**src/design/fwa_pkg.sv**
```systemverilog
package fwa_pkg;

  localparam int MAX_FRAMES  = 1024;
  localparam int SAMPLE_BITS = 16;
  localparam int POS_W       = 10;
  localparam int LEN_W       = 11;
  localparam int SUM_W       = 28;
  localparam int AVG_W       = 17;
  localparam int PKT_W       = 16;
  localparam int COEF_W      = 17;
  localparam int DIV_W       = 41;
  localparam int DIV_CNT_W   = 6;
  localparam int CFG_IDX_W   = 2;

  localparam logic [31:0] C1      = 32'd1686629713;
  localparam logic [31:0] C3      = 32'd693598668;
  localparam logic [31:0] C5      = 32'd85569305;
  localparam logic [31:0] C7      = 32'd5026995;
  localparam logic [31:0] C9      = 32'd172272;
  localparam logic [31:0] C11     = 32'd3864;
  localparam logic [31:0] Q30_ONE = 32'd1073741824;
  localparam logic [31:0] HAM_A   = 32'd85899346;
  localparam logic [31:0] HAM_B   = 32'd987842478;

  localparam logic [CFG_IDX_W-1:0] CFG_WINDOW = 2'd0;
  localparam logic [CFG_IDX_W-1:0] CFG_LENGTH = 2'd1;
  localparam logic [CFG_IDX_W-1:0] CFG_MONO   = 2'd2;

  typedef enum logic [1:0] {
    WIN_RECT, WIN_HANN, WIN_HAMMING, WIN_SINE
  } win_e;

  typedef enum logic [3:0] {
    STEP_X2, STEP_R9, STEP_R7, STEP_R5, STEP_R3, STEP_R1,
    STEP_S, STEP_S2, STEP_HAM, STEP_WIN
  } step_e;

  typedef enum logic [2:0] {
    ST_IDLE, ST_DIVX_GO, ST_DIVX_WAIT, ST_MUL, ST_CHK, ST_DIVA_WAIT, ST_OUT
  } state_e;

  typedef struct packed {
    logic  accept;
    logic  div_go;
    logic  div_avg;
    logic  mul_go;
    logic  mul_wb;
    step_e step;
    logic  out_load;
  } cmd_t;

  typedef struct packed {
    logic rect;
    logic last;
    logic div_busy;
  } sts_t;

endpackage

```
**src/design/fwa_ctrl.sv**
```systemverilog
module fwa_ctrl
  import fwa_pkg::*;
(
  input  logic clk_i,
  input  logic rst_ni,
  input  logic in_valid_i,
  output logic in_stall_o,
  output logic out_valid_o,
  input  logic out_stall_i,
  input  sts_t sts_i,
  output cmd_t cmd_o
);

  state_e state_q, state_d;
  step_e  step_q;
  logic   phase_q;
  logic   out_valid_q;

  always_comb begin
    state_d = state_q;
    case (state_q)
      ST_IDLE:      if (in_valid_i) state_d = sts_i.rect ? ST_CHK : ST_DIVX_GO;
      ST_DIVX_GO:   state_d = ST_DIVX_WAIT;
      ST_DIVX_WAIT: if (!sts_i.div_busy) state_d = ST_MUL;
      ST_MUL:       if (phase_q && step_q == STEP_WIN) state_d = ST_CHK;
      ST_CHK:       state_d = sts_i.last ? ST_DIVA_WAIT : ST_OUT;
      ST_DIVA_WAIT: if (!sts_i.div_busy) state_d = ST_OUT;
      ST_OUT:       if (!out_valid_q || !out_stall_i) state_d = ST_IDLE;
      default:      state_d = ST_IDLE;
    endcase
  end

  always_comb begin
    cmd_o          = '0;
    cmd_o.step     = step_q;
    cmd_o.div_avg  = state_q == ST_CHK || state_q == ST_DIVA_WAIT;
    case (state_q)
      ST_IDLE:    cmd_o.accept   = in_valid_i;
      ST_DIVX_GO: cmd_o.div_go   = 1'b1;
      ST_MUL: begin
        cmd_o.mul_go = !phase_q;
        cmd_o.mul_wb = phase_q;
      end
      ST_CHK:     cmd_o.div_go   = sts_i.last;
      ST_OUT:     cmd_o.out_load = !out_valid_q || !out_stall_i;
      default: ;
    endcase
  end

  always_ff @(posedge clk_i or negedge rst_ni) begin
    if (!rst_ni) begin
      state_q     <= ST_IDLE;
      step_q      <= STEP_X2;
      phase_q     <= 1'b0;
      out_valid_q <= 1'b0;
    end else begin
      state_q <= state_d;
      if (state_q != ST_MUL) begin
        step_q  <= STEP_X2;
        phase_q <= 1'b0;
      end else begin
        phase_q <= !phase_q;
        if (phase_q && step_q != STEP_WIN) begin
          step_q <= step_e'(step_q + 1'b1);
        end
      end
      if (cmd_o.out_load) begin
        out_valid_q <= 1'b1;
      end else if (!out_stall_i) begin
        out_valid_q <= 1'b0;
      end
    end
  end

  assign in_stall_o  = state_q != ST_IDLE;
  assign out_valid_o = out_valid_q;

endmodule

```
**config.mk**
```make
export PLATFORM = sky130hd
export DESIGN_NAME = fwa_ctrl
export DESIGN_NICKNAME = d
export VERILOG_FILES = /design/src/design/fwa_pkg.sv /design/src/design/fwa_ctrl.sv
export SDC_FILE = /design/constraint.sdc
export NUM_CORES = 1
export LEC_CHECK = 0
export ABC_AREA = 1
export BUFFER_PORTS_ARGS = -buffer_cell sky130_fd_sc_hd__clkbuf_2
export CAP_MARGIN = 20
export CORE_UTILIZATION = 44
export DETAILED_ROUTE_END_ITERATION = 6
export GPL_TIMING_DRIVEN = 0
export HOLD_SLACK_MARGIN = 0.08
export MAX_ROUTING_LAYER = met4
export PLACE_DENSITY = 0.72
export SLEW_MARGIN = 20
export SYNTH_ARGS = -nofsm -noshare
export SYNTH_HDL_FRONTEND = slang
export SYNTH_SLANG_ARGS = --single-unit
```
**constraint.sdc**
```tcl
create_clock -name clk_i -period 1.2 [get_ports clk_i]
set_input_delay 0.12 -clock clk_i [delete_from_list [all_inputs] [get_ports clk_i]]
set_output_delay 0.12 -clock clk_i [all_outputs]
set_load 0.05 [all_outputs]
```
Word-level counts from Yosys, hierarchy flattened
Cells that the tools add are included.
- bits in latches: 0
- memories: 0
- input port bits: 7
- output and inout port bits: 12
- RAM bits: 0
- register bits: 9
- logic and storage cells: 48
- bits in read-only memories: 0
- multiply operators: 0
- divide/modulo/power cells: 0
- eq/ne operators: 15
- add/sub/neg operators: 1
- mux-type cells: 17
- magnitude comparators: 0
- bitwise gates (word level): 0
- reduce and logical (&&, ||, !) cells: 11
- shift operators: 0
- operator list (cell ; number):
    $pmux 3 s7 ; 1
    $mux 3 ; 6
    $ne 2x2->1 const B ; 5
    $eq 3x3->1 const B ; 3
    $mux 4 ; 2
    $eq 3x2->1 const B ; 2
    $mux 1 ; 5
    $reduce_and 5->1 ; 1
    $add 4x1->4 const B ; 1
    $eq 4x4->1 const B ; 1
    $mux 2 ; 2
    $ne 4x4->1 const B ; 1
    $eq 3x1->1 const B ; 1
    $logic_not 1->1 ; 3
    $logic_not 3->1 ; 1
    $ne 3x2->1 const B ; 1
    $reduce_bool 3->1 ; 1
    $logic_and 1x1->1 ; 2
    $logic_or 1x1->1 ; 2
    $ne 2x1->1 const B ; 1
    $pmux 1 s2 ; 1
    $reduce_bool 2->1 ; 1

Longest topological paths before layout
- depth after elaboration: 4
- mapped depth: 9
- gate-level depth less buffers: 8

Least setup slack after synthesis
Ideal clock, no wire load.
- path kind: register to output
- start: reg state_q[1]
- end: out cmd_o[8] (netlist bit)
- stages on the path, launching flop included: 5
- slack: -650 ps
- path buffers: 1
- arrival: 1730 ps
- required time: 1080 ps
- path through: dfrtp_1 -> buf_6 -> inv_1 -> nand2_1 -> o21ai_0
- RTL lines (item ; RTL line ; text):
    start: declaration ; fwa_ctrl.sv:14 ; state_e state_q, state_d;
    start signal: assignment ; fwa_ctrl.sv:57 ; state_q <= state_d;
    end: declaration ; fwa_ctrl.sv:11 ; output cmd_t cmd_o

==> out/qor.yml <==
status: "complete, but fails checks"
failed_checks: "setup timing"
synth.area.mux_share_pct: 0
p_comb_share_pct: 76.4
grt_max_degree: 10
yosys-top-cells-area: "dfrtp_1 (35%), nand2_1 (11%), nand3_1 (9.2%)"
worstPathArrival_ns: 1.31
area_delta_synth_final_pct: 79.5
crit_path_end_kind: "output port"
grt-ovfl-total: 0
place_congestion: 0.801
diodes: 0
hold_path_class: "in2reg"
syn_area_um2: 652
wire_per_inst_um: 14.5
cp-start-kind: "flop"
final_core_util_pct: 87.7
synth_fa_ha_area_share_pct: 3.84
tritoncts: "yes"
final_max_slew_viol_count: 0
vias_per_cell: 5.41
fmax_ghz: 0.699
grt_pass1_wl_mm: 2.55
rsz0062_at_grt: "yes"
syn_nets: 95
nNetsFinal: 132
seqPwrFrac_pct: 15.3
grt_pass1_vias: 604
die_h_um: 40.5
num_rows: 13
power_density_mw_per_mm2: 2510
pwr-share-clk_pct: 8.2
die_x_um: 40.5
cp_top_family: "flip-flops"
drive_gt1_share_pct: 65.6
place_area_um2: 831
final-hold-violation-count: 0
synth_xor_area_share_pct: 1.34
clock-sinks: 9
ios: 19
tns_ns: -1.50
crit_path_max_incr_delay_ns: 0.37
crit_path_max_fanout: 6
numPortBuffers: 18
synth_top_family_by_area: "simple AND/OR/NAND/NOR gates"
synth-seq-cells: 9
htree_levels: 1
worstSkewPairLatency_ns: 0.27
yosysSeqAreaShare_pct: 34.5
ff_latch_area_um2: 230
cts_made_buffers: 3
hold_ws_ns: 0.0752
yosysUniqueCellTypes: 23
switchingPower_uw: 1490
power.internal_uw: 1450
path_clk_slew_ns: 0.06
crit_chain: "buf_6 > nor3_4 > inv_2 > nor2_4 > buf_8"
vias: 741
finalCriticalPeriod_ns: 1.43
crit_type: "reg2out"
ir_drop_v: 0.00191
multi_input_area_um2: 489
synth_simple_gate_area_share_pct: 41.1
cts_buffer_depth: 2
coreArea_mm2: 0.00133
wl_mm: 1.99
firstDrtPassIters: 4
synth.top_cell.area_share_pct: 34.5
cp.required_ns: 1.08
cap_violations: 0
nFillCells: 71
initial_core_util_pct: 48.9
setup_ws_ns: -0.232
power_leakage_uw: 0.000537
fp.dieArea_mm2: 0.00164
setup_viol: 11
grt_usage_pct: 25.7
ys.warnings.count: 0
syn_area_per_cell_um2: 7.58
worst_pin_slew_ns: 0.288
final_area_mm2: 0.00117
hpwlAfterDp_mm: 1.03
syn_inst: 86
cp.buffers_inverters: 3
drt_iter0_drc: 30
drcViolationCount: 0
synth_compound_area_share_pct: 5.76
critical_path.slowest_cell: "dfrtp_1"
fin_skew_ns: 0.00618
postRouteAntennaNets: 0
antenna_found_initial: 0
yosysTopAreaCell: "dfrtp_1"
clock-root-buffer: "clkbuf_4"
period_share_pct: 119
p_sw_share_pct: 50.8
slew_headroom_pct: 80.9
## through the flow
stage          setup WS, ns  instances  total power (uW)
2_1_floorplan        -0.169         86              1630
3_3_place_gp        -0.0700        119              1850
3_5_place_dp        -0.0919        119              1870
4_1_cts              -0.224        132              2660
5_1_grt              -0.282        137              3080
6_report             -0.232        137              2940
## kinds of logic after synthesis
family	count (synthesis)
simple gates	52
fa+ha+maj	2
buf+inv	16
compound gates	6
flops	9
xor+xnor	1
## worst paths after layout
| check | cells after the start | slack, ns | startpoint | to |
|---|---|---|---|---|
| setup / recovery | 5 | -0.23 | state_q[1] | cmd_o[9] |
| hold / removal | 3 | 0.08 | out_stall_i | out_valid_o |
| setup reg to reg | 8 | -0.11 | state_q[2] | state_q[2] |
| hold reg to reg | 2 | 0.50 | out_valid_o | out_valid_o |
| max in group asynchronous | 2 | 0.74 | rst_ni | step_q[1] |
| min in group asynchronous | 2 | 0.24 | rst_ni | state_q[2] |
## timing repair
| action | 4_1_cts | 5_1_grt |
|---|---|---|
| buffers inserted | 8 | 5 |
| resized for setup | 30 | 23 |
| endpoints found under the hold margin | 9 | 0 |
| endpoints found under the setup margin | 10 | 14 |
| pin swaps | 9 | 12 |
| hold buffers | 1 | 0 |
## cells in the mapped netlist
master    count
o211ai_1      1
inv_4         2
nor3_1        1
nor2_2        3
nand3_4       1
a21oi_1       1
inv_2         2
nand2_2       3
dfrtp_1       9
nor2_1        7
xor2_1        1
buf_6         3
o21ai_0       1
ha_1          2
nand3_2       3
o22ai_1       1
nand2_1      19
nand3b_1      1
o21ai_2       1
nand4_1       2
o21ai_1       1
nand3_1      12
inv_1         9
## flip-flops by register name, summed over array words and instances, names as in the netlist
signal / flops
out_valid_o: 1
phase_q: 1
step_q: 4
state_q: 3
## routing by layer
metal | up-vias | global-route usage, % | routed length (um)
met2 | 26 | 45.2 | 1040
met5 | - | - | 0
met4 | 0 | 7.50 | 21
li1 | 351 | - | -
met3 | 4 | 10.6 | 94
met1 | 360 | 25.7 | 837
## layout make-up
type,instances,area share (%)
multi-input cells,61,41.8
flip-flops and latches,9,19.7
well taps,15,1.60
plain buffers,3,2.89
inverters,13,6.31
clock buffers,4,2.25
repair buffers,32,25.5
## power by group through the flow
stage / registers, uW / clock network [uW] / logic (uW)
4_1_cts: 435 / 231 / 2000
5_1_grt: 457 / 268 / 2360
3_3_place_gp: 438 / 0 / 1410
6_report: 450 / 242 / 2250
2_1_floorplan: 496 / 0 / 1130
3_5_place_dp: 439 / 0 / 1440
## tightest hold or removal path: stages
cell	delay (ns)
clkbuf_2	0.07
nand2_1	0.05
nand2_1	0.06
## cells in the final DEF (no fill, tap or decap)
cell type | netlist | final
o21ai_4 | 0 | 1
inv_4 | 2 | 2
nand2_2 | 3 | 4
dfrtp_2 | 0 | 4
nand3_2 | 3 | 6
o211ai_1 | 1 | 1
clkbuf_1 | 0 | 1
ha_1 | 2 | 1
a21oi_1 | 1 | 1
xor2_1 | 1 | 1
nor2_4 | 0 | 6
clkbuf_2 | 0 | 11
nand2_4 | 0 | 3
o21ai_2 | 1 | 2
clkinv_8 | 0 | 1
dlygate4sd3_1 | 0 | 1
nor2_2 | 3 | 1
buf_4 | 0 | 8
inv_2 | 2 | 6
inv_1 | 9 | 3
nor2_1 | 7 | 3
nand3_4 | 1 | 3
buf_8 | 0 | 5
nand4_1 | 2 | 2
dfrtp_1 | 9 | 5
ha_4 | 0 | 1
nand3_1 | 12 | 7
buf_6 | 3 | 7
nand2_1 | 19 | 15
clkbuf_4 | 0 | 4
o22ai_2 | 0 | 1
nor3_4 | 0 | 1
buf_12 | 0 | 1
clkbuf_16 | 0 | 1
inv_8 | 0 | 1
nand3b_1 | 1 | 1
No activity file was read; power rests on OpenSTA's default activity.
