$ cat src/design/fwa_pkg.sv
package fwa_pkg;

  localparam int MAX_FRAMES  = 1024;
  localparam int SAMPLE_BITS = 16;
  localparam int POS_W       = 10;
  localparam int LEN_W       = 11;
  localparam int SUM_W       = 28;
  localparam int AVG_W       = 17;
  localparam int PKT_W       = 16;
  localparam int COEF_W      = 17;
  localparam int DIV_W       = 41;
  localparam int DIV_CNT_W   = 6;
  localparam int CFG_IDX_W   = 2;

  localparam logic [31:0] C1      = 32'd1686629713;
  localparam logic [31:0] C3      = 32'd693598668;
  localparam logic [31:0] C5      = 32'd85569305;
  localparam logic [31:0] C7      = 32'd5026995;
  localparam logic [31:0] C9      = 32'd172272;
  localparam logic [31:0] C11     = 32'd3864;
  localparam logic [31:0] Q30_ONE = 32'd1073741824;
  localparam logic [31:0] HAM_A   = 32'd85899346;
  localparam logic [31:0] HAM_B   = 32'd987842478;

  localparam logic [CFG_IDX_W-1:0] CFG_WINDOW = 2'd0;
  localparam logic [CFG_IDX_W-1:0] CFG_LENGTH = 2'd1;
  localparam logic [CFG_IDX_W-1:0] CFG_MONO   = 2'd2;

  typedef enum logic [1:0] {
    WIN_RECT, WIN_HANN, WIN_HAMMING, WIN_SINE
  } win_e;

  typedef enum logic [3:0] {
    STEP_X2, STEP_R9, STEP_R7, STEP_R5, STEP_R3, STEP_R1,
    STEP_S, STEP_S2, STEP_HAM, STEP_WIN
  } step_e;

  typedef enum logic [2:0] {
    ST_IDLE, ST_DIVX_GO, ST_DIVX_WAIT, ST_MUL, ST_CHK, ST_DIVA_WAIT, ST_OUT
  } state_e;

  typedef struct packed {
    logic  accept;
    logic  div_go;
    logic  div_avg;
    logic  mul_go;
    logic  mul_wb;
    step_e step;
    logic  out_load;
  } cmd_t;

  typedef struct packed {
    logic rect;
    logic last;
    logic div_busy;
  } sts_t;

endpackage

$ cat src/design/fwa_div.sv
module fwa_div
  import fwa_pkg::*;
(
  input  logic             clk_i,
  input  logic             rst_ni,
  input  logic             go_i,
  input  logic [DIV_W-1:0] dividend_i,
  input  logic [LEN_W-1:0] divisor_i,
  output logic             busy_o,
  output logic [DIV_W-1:0] quot_o
);

  logic [DIV_CNT_W-1:0] cnt_q, cnt_d;
  logic [DIV_W-1:0]     quo_q, quo_d;
  logic [LEN_W-1:0]     rem_q, rem_d;
  logic [LEN_W:0]       trial;
  logic [LEN_W:0]       diff;
  logic                 ge;

  always_comb begin
    trial = {rem_q, quo_q[DIV_W-1]};
    diff  = trial - {1'b0, divisor_i};
    ge    = trial >= {1'b0, divisor_i};
    cnt_d = cnt_q;
    quo_d = quo_q;
    rem_d = rem_q;
    if (go_i) begin
      cnt_d = DIV_CNT_W'(DIV_W);
      quo_d = dividend_i;
      rem_d = '0;
    end else if (cnt_q != '0) begin
      cnt_d = cnt_q - 1'b1;
      quo_d = {quo_q[DIV_W-2:0], ge};
      rem_d = ge ? diff[LEN_W-1:0] : trial[LEN_W-1:0];
    end
  end

  always_ff @(posedge clk_i or negedge rst_ni) begin
    if (!rst_ni) begin
      cnt_q <= '0;
    end else begin
      cnt_q <= cnt_d;
    end
  end

  always_ff @(posedge clk_i) begin
    quo_q <= quo_d;
    rem_q <= rem_d;
  end

  assign busy_o = cnt_q != '0;
  assign quot_o = quo_q;

endmodule

$ cat src/design/fwa_datapath.sv
module fwa_datapath
  import fwa_pkg::*;
(
  input  logic                        clk_i,
  input  logic                        rst_ni,
  input  cmd_t                        cmd_i,
  output sts_t                        sts_o,
  input  logic                        cfg_we_i,
  input  logic [CFG_IDX_W-1:0]        cfg_index_i,
  input  logic [LEN_W-1:0]            cfg_data_i,
  input  logic signed [SAMPLE_BITS-1:0] left_sample_i,
  input  logic signed [SAMPLE_BITS-1:0] right_sample_i,
  output logic signed [SAMPLE_BITS-1:0] play_left_o,
  output logic signed [SAMPLE_BITS-1:0] play_right_o,
  output logic signed [SAMPLE_BITS-1:0] windowed_left_o,
  output logic signed [SAMPLE_BITS-1:0] windowed_right_o,
  output logic [POS_W-1:0]            frame_position_o,
  output logic [PKT_W-1:0]            packet_number_o,
  output logic signed [AVG_W-1:0]     average_amplitude_o,
  output logic                        last_of_packet_o
);

  win_e             win_q;
  logic [LEN_W-1:0] flen_q;
  logic             mono_q;

  logic [POS_W-1:0]        pos_q;
  logic [PKT_W-1:0]        pkt_q;
  logic signed [SUM_W-1:0] sum_q;

  logic signed [SAMPLE_BITS-1:0] l_q, r_q, wl_q, wr_q;
  logic [POS_W-1:0]        u_q, lm1_q, ipos_q;
  logic [LEN_W-1:0]        len_q;
  logic [PKT_W-1:0]        ipkt_q;
  logic                    last_q;
  logic signed [SUM_W-1:0] tot_q;

  logic [63:0] p_q;
  logic [31:0] x2_q, r_q2, s_q, s2_q;
  logic [COEF_W-1:0] w_q;
  logic signed [33:0] pl_q, pr_q;

  logic [LEN_W-1:0] len_c;
  logic [POS_W-1:0] lm1_c, n_c, rest_c, u_c;
  logic             last_c;
  logic signed [SAMPLE_BITS-1:0] rin_c;
  logic signed [SUM_W-1:0] sum_new;

  logic [DIV_W-1:0] dividend, quot;
  logic [LEN_W-1:0] divisor;
  logic [SUM_W-1:0] mag;
  logic             div_busy;

  logic [31:0] x_c, opa, opb, p_sh, p_rnd, h_c, wsel;
  logic [32:0] wsum;
  logic [COEF_W:0] wround;
  logic [COEF_W-1:0] w_c;
  logic signed [33:0] tl, tr, ql, qr;
  logic signed [SAMPLE_BITS-1:0] cl, cr;
  logic [AVG_W-1:0] avg_c;

  function automatic logic signed [SAMPLE_BITS-1:0] sat16(input logic signed [33:0] v);
    logic signed [SAMPLE_BITS-1:0] res;
    if (v > 34'sd32767) begin
      res = 16'sh7FFF;
    end else if (v < -34'sd32768) begin
      res = 16'sh8000;
    end else begin
      res = v[SAMPLE_BITS-1:0];
    end
    return res;
  endfunction

  always_comb begin
    if (flen_q < LEN_W'(2)) begin
      len_c = LEN_W'(2);
    end else if (flen_q > LEN_W'(MAX_FRAMES)) begin
      len_c = LEN_W'(MAX_FRAMES);
    end else begin
      len_c = flen_q;
    end
    lm1_c   = POS_W'(len_c - 1'b1);
    last_c  = pos_q >= lm1_c;
    n_c     = last_c ? lm1_c : pos_q;
    rest_c  = lm1_c - n_c;
    u_c     = (n_c < rest_c) ? n_c : rest_c;
    rin_c   = mono_q ? left_sample_i : right_sample_i;
    sum_new = sum_q + SUM_W'(left_sample_i) + SUM_W'(rin_c);
  end

  always_ff @(posedge clk_i or negedge rst_ni) begin
    if (!rst_ni) begin
      win_q  <= WIN_RECT;
      flen_q <= LEN_W'(256);
      mono_q <= 1'b0;
      pos_q  <= '0;
      pkt_q  <= '0;
      sum_q  <= '0;
    end else begin
      if (cfg_we_i) begin
        case (cfg_index_i)
          CFG_WINDOW: win_q  <= win_e'(cfg_data_i[1:0]);
          CFG_LENGTH: flen_q <= cfg_data_i;
          CFG_MONO:   mono_q <= cfg_data_i[0];
          default: ;
        endcase
      end
      if (cmd_i.accept) begin
        if (last_c) begin
          pos_q <= '0;
          pkt_q <= pkt_q + 1'b1;
          sum_q <= '0;
        end else begin
          pos_q <= pos_q + 1'b1;
          sum_q <= sum_new;
        end
      end
    end
  end

  assign mag      = tot_q[SUM_W-1] ? SUM_W'(-tot_q) : SUM_W'(tot_q);
  assign dividend = cmd_i.div_avg ? DIV_W'(mag) : {u_q, 31'b0};
  assign divisor  = cmd_i.div_avg ? len_q : {1'b0, lm1_q};

  fwa_div u_div (
    .clk_i      (clk_i),
    .rst_ni     (rst_ni),
    .go_i       (cmd_i.div_go),
    .dividend_i (dividend),
    .divisor_i  (divisor),
    .busy_o     (div_busy),
    .quot_o     (quot)
  );

  always_comb begin
    x_c = (quot[30:0] > Q30_ONE[30:0]) ? Q30_ONE : {1'b0, quot[30:0]};
    case (cmd_i.step)
      STEP_X2:  begin opa = x_c;   opb = x_c;  end
      STEP_R9:  begin opa = x2_q;  opb = C11;  end
      STEP_S:   begin opa = x_c;   opb = r_q2; end
      STEP_S2:  begin opa = s_q;   opb = s_q;  end
      STEP_HAM: begin opa = HAM_B; opb = s2_q; end
      default:  begin opa = x2_q;  opb = r_q2; end
    endcase
    p_sh  = p_q[61:30];
    p_rnd = 32'((p_q + 64'd536870912) >> 30);
    h_c   = HAM_A + p_rnd;
    case (win_q)
      WIN_HANN:    wsel = s2_q;
      WIN_HAMMING: wsel = h_c;
      default:     wsel = s_q;
    endcase
    wsum   = {1'b0, wsel} + 33'd16384;
    wround = wsum[32:15] > 18'd32768 ? 18'd32768 : wsum[32:15];
    w_c    = wround[COEF_W-1:0];
    tl     = pl_q + 34'sd16384;
    tr     = pr_q + 34'sd16384;
    ql     = tl >>> 15;
    qr     = tr >>> 15;
    cl     = sat16(ql);
    cr     = sat16(qr);
    avg_c  = tot_q[SUM_W-1] ? AVG_W'(-quot[AVG_W-1:0]) : quot[AVG_W-1:0];
  end

  always_ff @(posedge clk_i) begin
    if (cmd_i.accept) begin
      l_q    <= left_sample_i;
      r_q    <= rin_c;
      u_q    <= u_c;
      lm1_q  <= lm1_c;
      len_q  <= len_c;
      ipos_q <= pos_q;
      ipkt_q <= pkt_q;
      last_q <= last_c;
      tot_q  <= sum_new;
    end
    if (cmd_i.mul_go) begin
      p_q  <= 64'(opa) * 64'(opb);
      pl_q <= 34'(l_q) * 34'($signed({1'b0, w_q}));
      pr_q <= 34'(r_q) * 34'($signed({1'b0, w_q}));
    end
    if (cmd_i.mul_wb) begin
      case (cmd_i.step)
        STEP_X2:  x2_q <= p_sh;
        STEP_R9:  r_q2 <= C9 - p_sh;
        STEP_R7:  r_q2 <= C7 - p_sh;
        STEP_R5:  r_q2 <= C5 - p_sh;
        STEP_R3:  r_q2 <= C3 - p_sh;
        STEP_R1:  r_q2 <= C1 - p_sh;
        STEP_S:   s_q  <= (p_sh > Q30_ONE) ? Q30_ONE : p_sh;
        STEP_S2:  s2_q <= p_rnd;
        STEP_HAM: w_q  <= w_c;
        STEP_WIN: begin
          wl_q <= cl;
          wr_q <= cr;
        end
        default: ;
      endcase
    end
    if (cmd_i.out_load) begin
      play_left_o         <= l_q;
      play_right_o        <= r_q;
      windowed_left_o     <= (win_q == WIN_RECT) ? l_q : wl_q;
      windowed_right_o    <= (win_q == WIN_RECT) ? r_q : wr_q;
      frame_position_o    <= ipos_q;
      packet_number_o     <= ipkt_q;
      average_amplitude_o <= last_q ? avg_c : '0;
      last_of_packet_o    <= last_q;
    end
  end

  assign sts_o.rect     = win_q == WIN_RECT;
  assign sts_o.last     = last_q;
  assign sts_o.div_busy = div_busy;

endmodule

$ cat config.mk
export PLATFORM = sky130hd
export DESIGN_NAME = fwa_datapath
export DESIGN_NICKNAME = d
export VERILOG_FILES = /design/src/design/fwa_pkg.sv /design/src/design/fwa_div.sv /design/src/design/fwa_datapath.sv
export SDC_FILE = /design/constraint.sdc
export NUM_CORES = 2
export LEC_CHECK = 0
export ABC_AREA = 0
export BUFFER_PORTS_ARGS = -buffer_cell sky130_fd_sc_hd__buf_2
export CORE_ASPECT_RATIO = 1.5
export CORE_MARGIN = 2
export CORE_UTILIZATION = 67
export CTS_CLUSTER_SIZE = 24
export DETAILED_ROUTE_END_ITERATION = 12
export PLACE_DENSITY = 0.89
export SLEW_MARGIN = 25
export SYNTH_ARGS = -nofsm -noshare
export SYNTH_HDL_FRONTEND = slang
export SYNTH_SLANG_ARGS = --single-unit
$ cat constraint.sdc
create_clock -name clk_i -period 20.8 [get_ports clk_i]
set_clock_uncertainty 0.2 [all_clocks]
set_input_delay 4.16 -clock clk_i [delete_from_list [all_inputs] [get_ports clk_i]]
set_output_delay 4.16 -clock clk_i [all_outputs]
set_load 0.01 [all_outputs]
# Yosys cells after proc, flatten, opt, wreduce, memory -nomap -nowiden
# Cells that the tools add are included.
# op_classes
n_addsub	20
multipliers	3
order_cmp	12
n_eq_ne	13
mux	25
reduce_logical	17
# ops
operator	count
case mux 32 bit (5 select lines)	1
case mux 32 bit (4 select lines)	1
2-to-1 mux 41 bit	3
case mux 32 bit (3 select lines)	1
2-to-1 mux 16 bit	5
adder 34 x 16 -> 34 bit, second input constant	2
multiplier 16 x 18 -> 34 bit	2
case mux 32 bit (2 select lines)	1
adder 62 x 30 -> 62 bit, second input constant	1
multiplier 32 x 32 -> 62 bit	1
adder 28 x 16 -> 28 bit	2
2-to-1 mux 28 bit	2
2-to-1 mux 11 bit	4
greater-than comparator 19 x 16 -> 1 bit, second input constant	2
less-than comparator 19 x 16 -> 1 bit, second input constant	2
adder 32 x 15 -> 33 bit, second input constant	1
adder 27 x 32 -> 32 bit, first input constant	1
greater-than comparator 32 x 31 -> 1 bit, second input constant	1
subtractor 18 x 32 -> 32 bit, first input constant	1
subtractor 23 x 32 -> 32 bit, first input constant	1
subtractor 27 x 32 -> 32 bit, first input constant	1
subtractor 30 x 32 -> 32 bit, first input constant	1
subtractor 31 x 32 -> 32 bit, first input constant	1
greater-than comparator 31 bit, second input constant	1
31 further kinds	51
# word_totals
register_bits	659
in_bits	58
out_inout_bits	111
wordCells	126

# Depth between registers and ports, before layout
# depth
ltp_word	9
ltp_mapped	43
ltp_nobuf	40

# Hierarchy
# From an unflattened synthesis, not the netlist that was laid out.
# hier_totals
hier_cells	8334
hier_area_um2	80748.7
# by_module_without_submodules
module	n_inst	cells_each	area_per_inst_um2
fwa_datapath	1	8072	77642.0
fwa_div	1	262	3106.7

# Worst setup path before layout
# OpenSTA, ideal clock, no wires.
# synth_timing
kind	input -> register
startpoint	input port cmd_i[3] (netlist name)
endpoint	register p_q[47] (data pin)
arrival_ns	13.323
required_ns	20.339
slack_ns	7.016
cell_stages	36
path_cell_list	clkbuf_1 -> and4b_1 -> clkbuf_1 -> clkbuf_1 -> nor2_1 -> a22o_1 -> a211oi_1 -> clkbuf_1 -> nor2_1 -> fa_1 -> inv_1 -> fa_1 -> inv_1 -> fa_1 -> inv_1 -> fa_1 -> inv_1 -> fa_1 -> fa_1 -> fa_1 -> fa_1 -> ha_1 -> a21oi_1 -> o21ai_0 -> a21o_1 -> a21o_1 -> a21o_1 -> a221oi_1 -> o211ai_1 -> and3_1 -> o31a_1 -> a21o_1 -> a21oi_1 -> inv_1 -> a31o_2 -> xor2_1
# synth_via
elab_chain_len	4
elab_cells_between_ends	9
classes_between	mul: 1; eq/ne: 4; mux: 2; reduce/logical: 2
# synth_lines
element	line	source
start: declaration	fwa_datapath.sv:6	input cmd_t cmd_i,
equality test 4 x 3 -> 1 bit / logical NOT 4 bit (equally long branches)	fwa_datapath.sv:137	case (cmd_i.step)
OR reduction 2 bit (no line)	--	
case mux 32 bit (3 select lines)	fwa_datapath.sv:137	
multiplier 32 x 32 -> 62 bit *	fwa_datapath.sv:178	p_q <= 64'(opa) * 64'(opb);
end signal: assignment	fwa_datapath.sv:178	
end: declaration	fwa_datapath.sv:38	logic [63:0] p_q;
# Every way passes the cells marked *; elsewhere a longest branch is shown, timed or not.
# A chain may end at the register's enable or synchronous reset.

# Worst setup path after layout
# layout_timing
startpoint	input port cmd_i[4] (netlist name)
endpoint	register p_q[58] (data pin)
# Same word-level chain as after synthesis.

==> results.md <==
* IO Port Bufs at roughly 170
* Core area at 119000 um^2
* Setup violators final at 0
* Yosys Warn Count at 0
* Fin. Hold Viols at 0
* Crit end category: register
* R2R setup slack at approximately 7.4 ns
* H-tree depth at 2
* Die Y-Extent at ~430 um
* Critical-path maximum fanout at 44
* Post-synthesis sequential area ratio at 0.219
* Clk_lat worst skew at ~0.7 ns
* Clock slew at reported path FFs at roughly 0.070 ns
* Peak clock frequency supported by timing at between 0.06 and 0.07 GHz
* Floorplan row count at approximately 160
* Critical path class: primary input to register
* I/O pin total at between 150 and 200
* Cells after synthesis at between 8000 and 9000
* Mapped cell area at 80500 um^2
* Max incr delay on CP at ~0.82 ns
* WHS Endpoint: frame_position_o[8]$_DFFE_PP_
* Outcome: complete, but fails checks
* Cell mode on critical path: fa_1
* Failing checks: DRC
* First-pass detailed-route iteration total at 13
* DP HPWL at 195000 um
* NumNets Final at approximately 10000
* Most numerous cell in the Yosys netlist: inv_1
* RSZ-0062 raised after global routing: no
* CP arrival at between 10 and 15 ns
* Area Growth Syn to Fin at 5.95%
* CTS sink cnt at about 600
* Cell taking the most area after synthesis: fa_1
* Vias per cell at around 6.4
* Slowest library cell on the worst path: and2_2
* CTS buffer count at between 50 and 60
* CTS tree: yes
* Die X-Extent at 287 um
* Dominant synthesized flop cell: edfxtp_1
* First DRT Iteration DRCs at roughly 7300
* CP startpoint kind: primary input
* Fill count at 8221
* DRC viols at 2
* Top-area cell type share of the netlist area at 0.333
* WL per Instance at 26.5 um
* Initial antenna violation count at 20
* Min Clock Period, post-route at roughly 15 ns
* Via count at ~64000
* Seq cells post-synth at between 600 and 700
* Syn Area/Cell at just under 10 um^2
* Worst-margin pin slew at between 1 and 1.5 ns
* Hold-fix buffers, CTS at 0
* Top post-synthesis cells by area: fa_1, edfxtp_1, ha_1
* HP Start: ipos_q[8]$_DFFE_PP_
* First-pass GRT wire length at 399000 um
* Final antenna-violating net count at 0
* Post-synth ARST share at 0.123
* GRT overflow at 0
* Fin Setup TNS at 0 ns
* Critical Path RT at 21.02 ns
* R2R Path Start: u_div.quot_o[0]$_DFFE_PP_
* GPL Wtd Cong at ~1.1
* Number of synthesized flops with an enable pin at a little over 500
* Synth top cells by count: inv_1, fa_1, nand2_1, nor2_1, ha_1
* Initial core utilization at 0.676
* Max Slew Vio Count at 0
* Vias in the first global route at approximately 70000
* Reg2reg path depth at 36
* Fraction of layout cells with a size suffix above 1 at 0.0699
* All-Layer GR Usage at 0.438
* Slew headroom at 0.209
* Clock buffer depth at 3
* Hold depth at 0
* Count of cell types in the netlist at 102
* Terminus of the critical flop-to-flop path: p_q[58]$_DFFE_PP_
* Die Area at around 120000 um^2
* Max Cap Viol at 0
* Hold crit path type: register to register
* Fin crit share at 0.703
* Post-CTS setup buffers at 0
* Resized cells post-CTS at 0
* Total length of routed wires at roughly 260000 um
* Largest net degree at the start of global routing at slightly below 80
* Root Buffer Master: clkbuf_16
[per-stage QoR]
stage	hold WS (ns)	setup WS [ns]	utilization	instances	area [um^2]
after floorplan	0.200	7.02	-	8370	80500
after global placement	0.201	5.74	0.699	9865	83200
after detailed placement	0.205	5.73	0.699	9865	83200
after CTS	0.219	6.44	0.716	9976	85300
after global routing	0.225	5.98	0.716	9983	85300
final	0.217	6.19	0.717	9989	85300
[state kept, by name (all words and copies together) (netlist names), 20 cells and up]
name / cells
u_div.quot_o: 41
pr_q: 20
r_q2: 32
pl_q: 20
s_q: 32
tot_q: 28
s2_q: 32
sum_q: 28
x2_q: 32
p_q: 33
[placed cells by master (no fill, tap or decap), types with 165 or more instances in the layout]
master / instances
nor2_1: 786
ha_1: 599
inv_1: 1545
nand2_1: 1010
edfxtp_1: 517
and2_1: 292
xnor2_1: 185
buf_2: 165
o21ai_0: 201
fa_1: 1338
[worst max-delay path by stage]
stage	depth (start not counted)	from	to
2_1_floorplan	36	cmd_i[3]	p_q[47]$_DFFE_PP_
3_3_place_gp	36	cmd_i[4]	p_q[58]$_DFFE_PP_
3_5_place_dp	36	cmd_i[4]	p_q[58]$_DFFE_PP_
4_1_cts	34	cmd_i[4]	p_q[58]$_DFFE_PP_
5_1_grt	36	cmd_i[4]	p_q[58]$_DFFE_PP_
6_report	36	cmd_i[4]	p_q[58]$_DFFE_PP_
[cell type report]
cell class / count / area [um^2] / area share
Antenna cell: 10 / 25.0 / 0.000293
Clock buffer: 69 / 1530 / 0.0180
Timing Repair Buffer: 332 / 2090 / 0.0245
Inverter: 1549 / 5810 / 0.0681
Tap cell: 1570 / 1960 / 0.0230
Clock inverter: 42 / 477 / 0.00559
Sequential cell: 602 / 17600 / 0.206
Multi-Input combinational cell: 5815 / 55800 / 0.654
[routing by layer]
layer  GRT usage  vias up  wire length [um]
met5     0.00754        -               224
met4       0.387       20             29700
met3       0.124     1794             31500
met2       0.699     4676            123000
met1       0.474    31493             80500
li1            -    26380                 -
[critical path: cells and delay by family]
family / cells / cell delay [ns]
compound gates: 11 / 2.53
buf+inv: 8 / 1.26
xor+xnor: 1 / 0.15
fa+ha+maj: 9 / 4.25
simple gates: 7 / 2.45
[cell families after synthesis]
| kind of cell | after synthesis | synth area share |
|---|---|---|
| fa+ha+maj | 1938 | 0.426 |
| flops | 602 | 0.219 |
| mux | 100 | 0.0135 |
| xor+xnor | 282 | 0.0310 |
| simple gates | 2616 | 0.147 |
| compound gates | 877 | 0.0732 |
| buf+inv | 1953 | 0.0914 |
| other cells | 1 | 0.0000466 |
Power is left out: the tool's default activity adds up to more than one toggle a clock period on the data nets, which glitch-free logic cannot reach.
